--- src/tkns_pkg.sv ---
// tkns_pkg: shared types, sizes and codes for the top-k nearest selector
// no dependencies; used by tkns_cell and top_k_nearest_selector_unit

package tkns_pkg;

	// number of cells in the sorted chain
	localparam int CAPACITY = 16;
	// most results one finish can emit
	localparam int MAX_EMIT = 16;
	// largest usable k
	localparam int KMAX = (CAPACITY < MAX_EMIT) ? CAPACITY : MAX_EMIT;

	localparam int CNT_W  = $clog2(CAPACITY + 1);
	localparam int KCNT_W = $clog2(KMAX + 1);
	localparam int DIST_W = 32;
	localparam int ID_W   = 32;
	localparam int RANK_W = 4;
	localparam int KREG_W = 5;

	typedef logic [CNT_W-1:0]  cnt_t;
	typedef logic [KCNT_W-1:0] kcnt_t;
	typedef logic [DIST_W-1:0] dist_t;
	typedef logic [ID_W-1:0]   id_t;
	typedef logic [RANK_W-1:0] rank_t;
	typedef logic [KREG_W-1:0] kreg_t;

	// command codes
	localparam logic CMD_OFFER  = 1'b0;
	localparam logic CMD_FINISH = 1'b1;

	typedef enum logic {
		ST_IDLE,
		ST_EMIT
	} state_t;

	// control broadcast to every cell
	typedef struct packed {
		logic insert;  // offer request taken this cycle
		logic shift;   // move every entry one cell toward the head
		logic full;    // kept count has reached k
	} cell_ctrl_t;

	// k register saturated to 1..KMAX
	function automatic kcnt_t eff_k(input kreg_t k);
		kcnt_t r;
		if (k == '0) begin
			r = kcnt_t'(1);
		end else if (int'(k) > KMAX) begin
			r = kcnt_t'(KMAX);
		end else begin
			r = kcnt_t'(k);
		end
		return r;
	endfunction

endpackage

--- src/tkns_cell.sv ---
// tkns_cell: one slot of the sorted insertion chain, holds a (distance, id) pair
// depends on tkns_pkg

module tkns_cell (
	input  logic                clk,
	input  tkns_pkg::cell_ctrl_t ctrl,
	input  logic                in_range,
	input  tkns_pkg::dist_t     new_dist,
	input  tkns_pkg::id_t       new_id,
	input  tkns_pkg::dist_t     prev_dist,
	input  tkns_pkg::id_t       prev_id,
	input  logic                prev_gt,
	input  tkns_pkg::dist_t     next_dist,
	input  tkns_pkg::id_t       next_id,
	output tkns_pkg::dist_t     kept_dist,
	output tkns_pkg::id_t       kept_id,
	output logic                gt
);

	tkns_pkg::dist_t dist_q;
	tkns_pkg::id_t   id_q;

	// new entry belongs at or before this slot; empty slots only take it below k
	assign gt = in_range ? (dist_q > new_dist) : !ctrl.full;

	// first slot past the new distance takes it, later slots the neighbor; shift takes next
	always_ff @(posedge clk) begin
		if (ctrl.shift) begin
			dist_q <= next_dist;
			id_q   <= next_id;
		end else if (ctrl.insert && gt) begin
			if (prev_gt) begin
				dist_q <= prev_dist;
				id_q   <= prev_id;
			end else begin
				dist_q <= new_dist;
				id_q   <= new_id;
			end
		end
	end

	assign kept_dist = dist_q;
	assign kept_id   = id_q;

endmodule

--- src/top_k_nearest_selector_unit.sv ---
// Top-k nearest selector: an offer request is taken every cycle while input is not
// stalled and is inserted into a sorted chain of 16 cells. A finish request emits
// min(count, k) results (one if nothing is held), one per cycle while the output is
// not stalled, from the head of the chain through the result register; input is
// stalled until the last result is loaded. Reset clears the kept count and the state
// machine and sets k to 16; cell contents are not cleared.
// depends on tkns_pkg and tkns_cell

module top_k_nearest_selector_unit (
	input  logic                   clk,
	input  logic                   arst_n,
	// request channel
	input  logic                   in_valid,
	output logic                   in_stall,
	input  logic                   command,
	input  tkns_pkg::dist_t        candidate_distance,
	input  tkns_pkg::id_t          candidate_id,
	// result channel
	output logic                   out_valid,
	input  logic                   out_stall,
	output tkns_pkg::dist_t        result_distance,
	output tkns_pkg::id_t          result_id,
	output tkns_pkg::rank_t        rank,
	output logic                   last,
	output logic                   empty_res,
	// k register write
	input  logic                   cfg_valid,
	output logic                   cfg_ready,
	input  tkns_pkg::kreg_t        k_results
);

	tkns_pkg::state_t state_q, state_d;
	tkns_pkg::cnt_t   count_q;
	tkns_pkg::kcnt_t  left_q;
	tkns_pkg::rank_t  rank_q;
	logic             empty_q;
	tkns_pkg::kreg_t  k_q;

	logic             out_valid_q;
	tkns_pkg::dist_t  res_dist_q;
	tkns_pkg::id_t    res_id_q;
	tkns_pkg::rank_t  res_rank_q;
	logic             res_last_q;
	logic             res_empty_q;

	tkns_pkg::kcnt_t  keff;
	logic             full;
	logic             in_take;
	logic             offer_take;
	logic             finish_take;
	logic             out_load;
	logic             emit_last;
	tkns_pkg::kcnt_t  n_emit;
	tkns_pkg::cell_ctrl_t ctrl;

	logic [tkns_pkg::CAPACITY-1:0]                      cell_gt;
	logic [tkns_pkg::CAPACITY-1:0][tkns_pkg::DIST_W-1:0] cell_dist;
	logic [tkns_pkg::CAPACITY-1:0][tkns_pkg::ID_W-1:0]   cell_id;

	// k register, writes are always taken
	assign cfg_ready = 1'b1;

	always_ff @(posedge clk or negedge arst_n) begin
		if (!arst_n) begin
			k_q <= tkns_pkg::kreg_t'(16);
		end else if (cfg_valid && cfg_ready) begin
			k_q <= k_results;
		end
	end

	// request decode
	assign keff        = tkns_pkg::eff_k(k_q);
	assign full        = count_q >= tkns_pkg::cnt_t'(keff);
	assign in_stall    = (state_q == tkns_pkg::ST_EMIT);
	assign in_take     = in_valid && !in_stall;
	assign offer_take  = in_take && (command == tkns_pkg::CMD_OFFER);
	assign finish_take = in_take && (command == tkns_pkg::CMD_FINISH);
	assign n_emit      = (count_q < tkns_pkg::cnt_t'(keff)) ? tkns_pkg::kcnt_t'(count_q) : keff;

	// emission control
	assign out_load  = (state_q == tkns_pkg::ST_EMIT) && (!out_valid_q || !out_stall);
	assign emit_last = empty_q || (left_q == tkns_pkg::kcnt_t'(1));

	assign ctrl.insert = offer_take;
	assign ctrl.shift  = out_load && !empty_q;
	assign ctrl.full   = full;

	// sorted insertion chain
	for (genvar i = 0; i < tkns_pkg::CAPACITY; i++) begin : g_cell
		tkns_pkg::dist_t p_dist, n_dist;
		tkns_pkg::id_t   p_id, n_id;
		logic            p_gt;

		if (i == 0) begin : g_head
			assign p_dist = '0;
			assign p_id   = '0;
			assign p_gt   = 1'b0;
		end else begin : g_body
			assign p_dist = cell_dist[i-1];
			assign p_id   = cell_id[i-1];
			assign p_gt   = cell_gt[i-1];
		end

		if (i == tkns_pkg::CAPACITY - 1) begin : g_tail
			assign n_dist = cell_dist[i];
			assign n_id   = cell_id[i];
		end else begin : g_mid
			assign n_dist = cell_dist[i+1];
			assign n_id   = cell_id[i+1];
		end

		tkns_cell u_cell (
			.clk       (clk),
			.ctrl      (ctrl),
			.in_range  (count_q > tkns_pkg::cnt_t'(i)),
			.new_dist  (candidate_distance),
			.new_id    (candidate_id),
			.prev_dist (p_dist),
			.prev_id   (p_id),
			.prev_gt   (p_gt),
			.next_dist (n_dist),
			.next_id   (n_id),
			.kept_dist (cell_dist[i]),
			.kept_id   (cell_id[i]),
			.gt        (cell_gt[i])
		);
	end

	// state register
	always_ff @(posedge clk or negedge arst_n) begin
		if (!arst_n) begin
			state_q <= tkns_pkg::ST_IDLE;
		end else begin
			state_q <= state_d;
		end
	end

	// next state
	always_comb begin
		state_d = state_q;
		unique case (state_q)
			tkns_pkg::ST_IDLE: begin
				if (finish_take) begin
					state_d = tkns_pkg::ST_EMIT;
				end
			end
			tkns_pkg::ST_EMIT: begin
				if (out_load && emit_last) begin
					state_d = tkns_pkg::ST_IDLE;
				end
			end
			default: state_d = tkns_pkg::ST_IDLE;
		endcase
	end

	// kept count and emission counters
	always_ff @(posedge clk or negedge arst_n) begin
		if (!arst_n) begin
			count_q <= '0;
			left_q  <= '0;
			rank_q  <= '0;
			empty_q <= 1'b0;
		end else if (finish_take) begin
			count_q <= '0;
			left_q  <= n_emit;
			rank_q  <= '0;
			empty_q <= (count_q == '0);
		end else if (offer_take && !full) begin
			count_q <= count_q + tkns_pkg::cnt_t'(1);
		end else if (out_load) begin
			left_q <= left_q - tkns_pkg::kcnt_t'(1);
			rank_q <= rank_q + tkns_pkg::rank_t'(1);
		end
	end

	// result register valid
	always_ff @(posedge clk or negedge arst_n) begin
		if (!arst_n) begin
			out_valid_q <= 1'b0;
		end else if (out_load) begin
			out_valid_q <= 1'b1;
		end else if (!out_stall) begin
			out_valid_q <= 1'b0;
		end
	end

	// result register payload from the chain head
	always_ff @(posedge clk) begin
		if (out_load) begin
			res_dist_q  <= empty_q ? '0 : tkns_pkg::dist_t'(cell_dist[0]);
			res_id_q    <= empty_q ? '0 : tkns_pkg::id_t'(cell_id[0]);
			res_rank_q  <= rank_q;
			res_last_q  <= emit_last;
			res_empty_q <= empty_q;
		end
	end

	assign out_valid       = out_valid_q;
	assign result_distance = res_dist_q;
	assign result_id       = res_id_q;
	assign rank            = res_rank_q;
	assign last            = res_last_q;
	assign empty_res       = res_empty_q;

	// checks
	a_finish_clears: assert property (@(posedge clk) disable iff (!arst_n)
		finish_take |=> count_q == '0)
		else $error("kept count not cleared after finish");

	a_count_bound: assert property (@(posedge clk) disable iff (!arst_n)
		count_q <= tkns_pkg::cnt_t'(tkns_pkg::CAPACITY))
		else $error("kept count beyond capacity");

	a_emit_left: assert property (@(posedge clk) disable iff (!arst_n)
		(state_q == tkns_pkg::ST_EMIT) && !empty_q |-> left_q != '0)
		else $error("emission running with nothing left");

	a_empty_form: assert property (@(posedge clk) disable iff (!arst_n)
		out_valid_q && res_empty_q |-> res_last_q && (res_rank_q == '0))
		else $error("empty result not marked last at rank zero");

endmodule
--- config.mk ---
export PLATFORM = sky130hd
export DESIGN_NAME = top_k_nearest_selector_unit
export DESIGN_NICKNAME = d
export VERILOG_FILES = /design/src/tkns_pkg.sv /design/src/tkns_cell.sv /design/src/top_k_nearest_selector_unit.sv
export SDC_FILE = /design/constraint.sdc
export NUM_CORES = 2
export LEC_CHECK = 0
export ABC_AREA = 1
export BUFFER_PORTS_ARGS = -buffer_cell sky130_fd_sc_hd__clkbuf_2
export CORE_UTILIZATION = 50
export DETAILED_ROUTE_END_ITERATION = 10
export PLACE_DENSITY = 0.67
export SYNTH_ARGS = -nofsm -noshare
export SYNTH_HDL_FRONTEND = slang
export SYNTH_SLANG_ARGS = --single-unit
--- constraint.sdc ---
create_clock -name clk -period 8.35 [get_ports clk]
set_input_delay 1.2525 -clock clk [delete_from_list [all_inputs] [get_ports clk]]
set_output_delay 1.2525 -clock clk [all_outputs]
set_load 0.02 [all_outputs]
==> impl_metrics.toml <==
[yosys]
synthTopCellsByArea = "edfxtp_1 (45%), nand2_1 (18%), nand3_1 (13%)"
synth_ff_type = "edfxtp_1"
syn_area_sq_um = 73700
synth-seq-area-share = 0.453
synth_top_area_frac = 0.446
synth_nets = 10100
avgSynthCellArea_sq_um = 7.75
synth_edf_count = 1094
synth_warnings = 0
synth.largest_area_cell = "edfxtp_1"
syn_inst = 9513
synth_seq_cells = 1116
synth_cell_types = 38
async_flop_share = 0.0197

[cells_and_area]
seqCellArea_sq_um = 33400
nFillCells = 13800
drive_above_1_share = 0.0572
nNetsFinal = 9928
multiInputGateArea_sq_um = 33100
final_cell_mix = "nand2_1 (3445), nand3_1 (1905), inv_1 (1114), edfxtp_1 (1094), ha_1 (525)"
synthToLayoutAreaGrowth_pct = 7.13
post-route-util = 0.541
final_common_cell = "nand2_1"

[detailed_routing]
detail_route.wl_per_cell_um = 18.8
postRouteAntennaNets = 0
drc = 0
wirelength_um = 214000
drtIter0Drc = 7337
vias_per_cell = 5.55
num_vias = 63000
drtPass1Iterations = 6

[placed_design]
globalplace.congestion = 0.905
io_buffers = 146
dp_hpwl_um = 147000

[clock_network]
htreeDepth = 4
root_buffer = "clkbuf_16"
worstSkewPairLatency_ns = 0.79
clkSlewWorstSetupHoldPaths_ns = 0.06
cts_tree = "done"
cts.path.max_buffers = 3
holdBufCountCts = 0
clock_sinks = 1116
cts-buffers-inserted = 131
ctsResizeCount = 0
post_cts_buffers = 0

[sta]
setup_viol = 0
finalClockSkew_ns = 0.0283
min_period_over_period = 0.640
fin_crit_ns = 5.34
max_freq_mhz = 187
hold_viol_final = 0
slew_headroom = 0.166
drv_slew = 0
rsz0062_at_grt = "false"
fin_tns_setup_ns = 0
worstMarginPinSlew_ns = 1.25

[global_routing]
antenna_found_initial = 1
grt_use_total = 0.285
grt-ovfl-total = 0
grt_max_degree = 232
grt_pass1_wl_um = 339000
grt_pass1_vias = 59600

[worst_setup_path]
critical_path.startpoint = "k_q[3]"
worst_setup_path_start_kind = "flip-flop"
timing.critical_path.to_type = "flip-flop"
reg2reg_depth = 15
cp.required_ns = 8.74
worst-endpoint-arrival_ns = 5.74
path_class = "reg -> reg"
r2r_start = "k_q[3]"
worstPathMaxFanout = 65

[floorplan]
die-area_sq_um = 149000
die_x_um = 386
rows = 140
initial_core_util = 0.505
core-area_sq_um = 146000
die_h_um = 386
io-pin-count = 148

[hold_path]
hp-start = "rank_q[2]"
hold_path_class = "reg -> reg"
min_path_cells = 0

[status]
status = "completed"

[run]
maxCapViolCount = 0
[worst max-delay path, cell delays in order (launching register included)]
cell and delay [ns]:
dfrtp_1 0.38, inv_1 0.07, nand4_1 0.11, nand2_1 0.11, nand2_1 0.09, ha_1 0.29, a21oi_1 0.14, o21a_2 0.16
nand2_4 0.09, a21oi_4 0.92, nand2_2 0.51, nand2_2 0.18, buf_4 0.63, nand2_1 0.17, nand2_2 0.36, buf_4 0.64
[cell usage after synthesis, drive strengths merged (2+ instances only)]
cell type and number:
a21oi 247, ha 525, dfrtp 21, edfxtp 1094
nor3b 6, a21o 19, nor3 19, inv 1116
nand3b 7, o21ai 129, o22ai 4, o21a 22
nand2 3506, o211ai 3, buf 369, a31oi 7
nand3 1905, nand4 42, nor2 226, o221ai 2
clkbuf 237
[worst paths after layout]
check                                                     end  slack [ns]
worst min register to register                        rank[2]        0.45
worst max-delay path            g_cell[10].u_cell.kept_id[12]        3.01
worst max register to register  g_cell[10].u_cell.kept_id[12]        3.01
min in group asynchronous                              k_q[3]        0.46
worst min-delay path                                  rank[2]        0.45
max in group asynchronous                             empty_q        7.47
[flip-flops by register name (all words and copies together), names as in the netlist, 4 cells and up]
| signal | flops |
|---|---|
| count_q | 5 |
| left_q | 5 |
| rank_q | 4 |
| k_q | 5 |
| result_distance | 32 |
| rank | 4 |
| result_id | 32 |
| g_cell.u_cell.kept_dist | 512 |
| g_cell.u_cell.kept_id | 512 |
[cell families (layout without fill, tap and decap cells)]
logic type,after synthesis,after routing,synth area share
xor gates and xnor gates,1,1,0.000119
AOI/OAI and AO/OA,434,434,0.0314
adders and majority gates,525,525,0.0891
and+or+nand+nor,5714,5714,0.326
DFF,1116,1116,0.453
other,1,4,0.0000509
buffers and inverters,1722,1633,0.100
[routing by layer]
metal  GRT usage  wire length [um]
met5           0                 0
met3      0.0432             19400
met4      0.0886              5930
met2       0.416             89400
met1       0.429             98800
[per-stage QoR]
stage	hold slack (ns)	setup slack (ns)	cells	area (sq um)
global placement	0.436	2.74	11100	75000
finish	0.452	3.01	11300	79000
detailed placement	0.439	2.73	11100	75000
floorplan	0.425	1.79	9513	73700
global route	0.461	2.79	11300	79000
CTS	0.436	3.07	11300	79000
[final cells by class]
| class | instances | area share |
|---|---|---|
| Clock inverter | 68 | 0.00673 |
| Antenna cell | 3 | 0.0000950 |
| Sequential cell | 1116 | 0.423 |
| Timing Repair Buffer | 288 | 0.0239 |
| Multi-Input combinational cell | 6675 | 0.419 |
| Clock buffer | 161 | 0.0439 |
| Inverter | 1116 | 0.0531 |
| Tap cell | 1917 | 0.0304 |
Power is left out: the tool's default activity adds up to more than one toggle a clock period on the data nets, which glitch-free logic cannot reach.
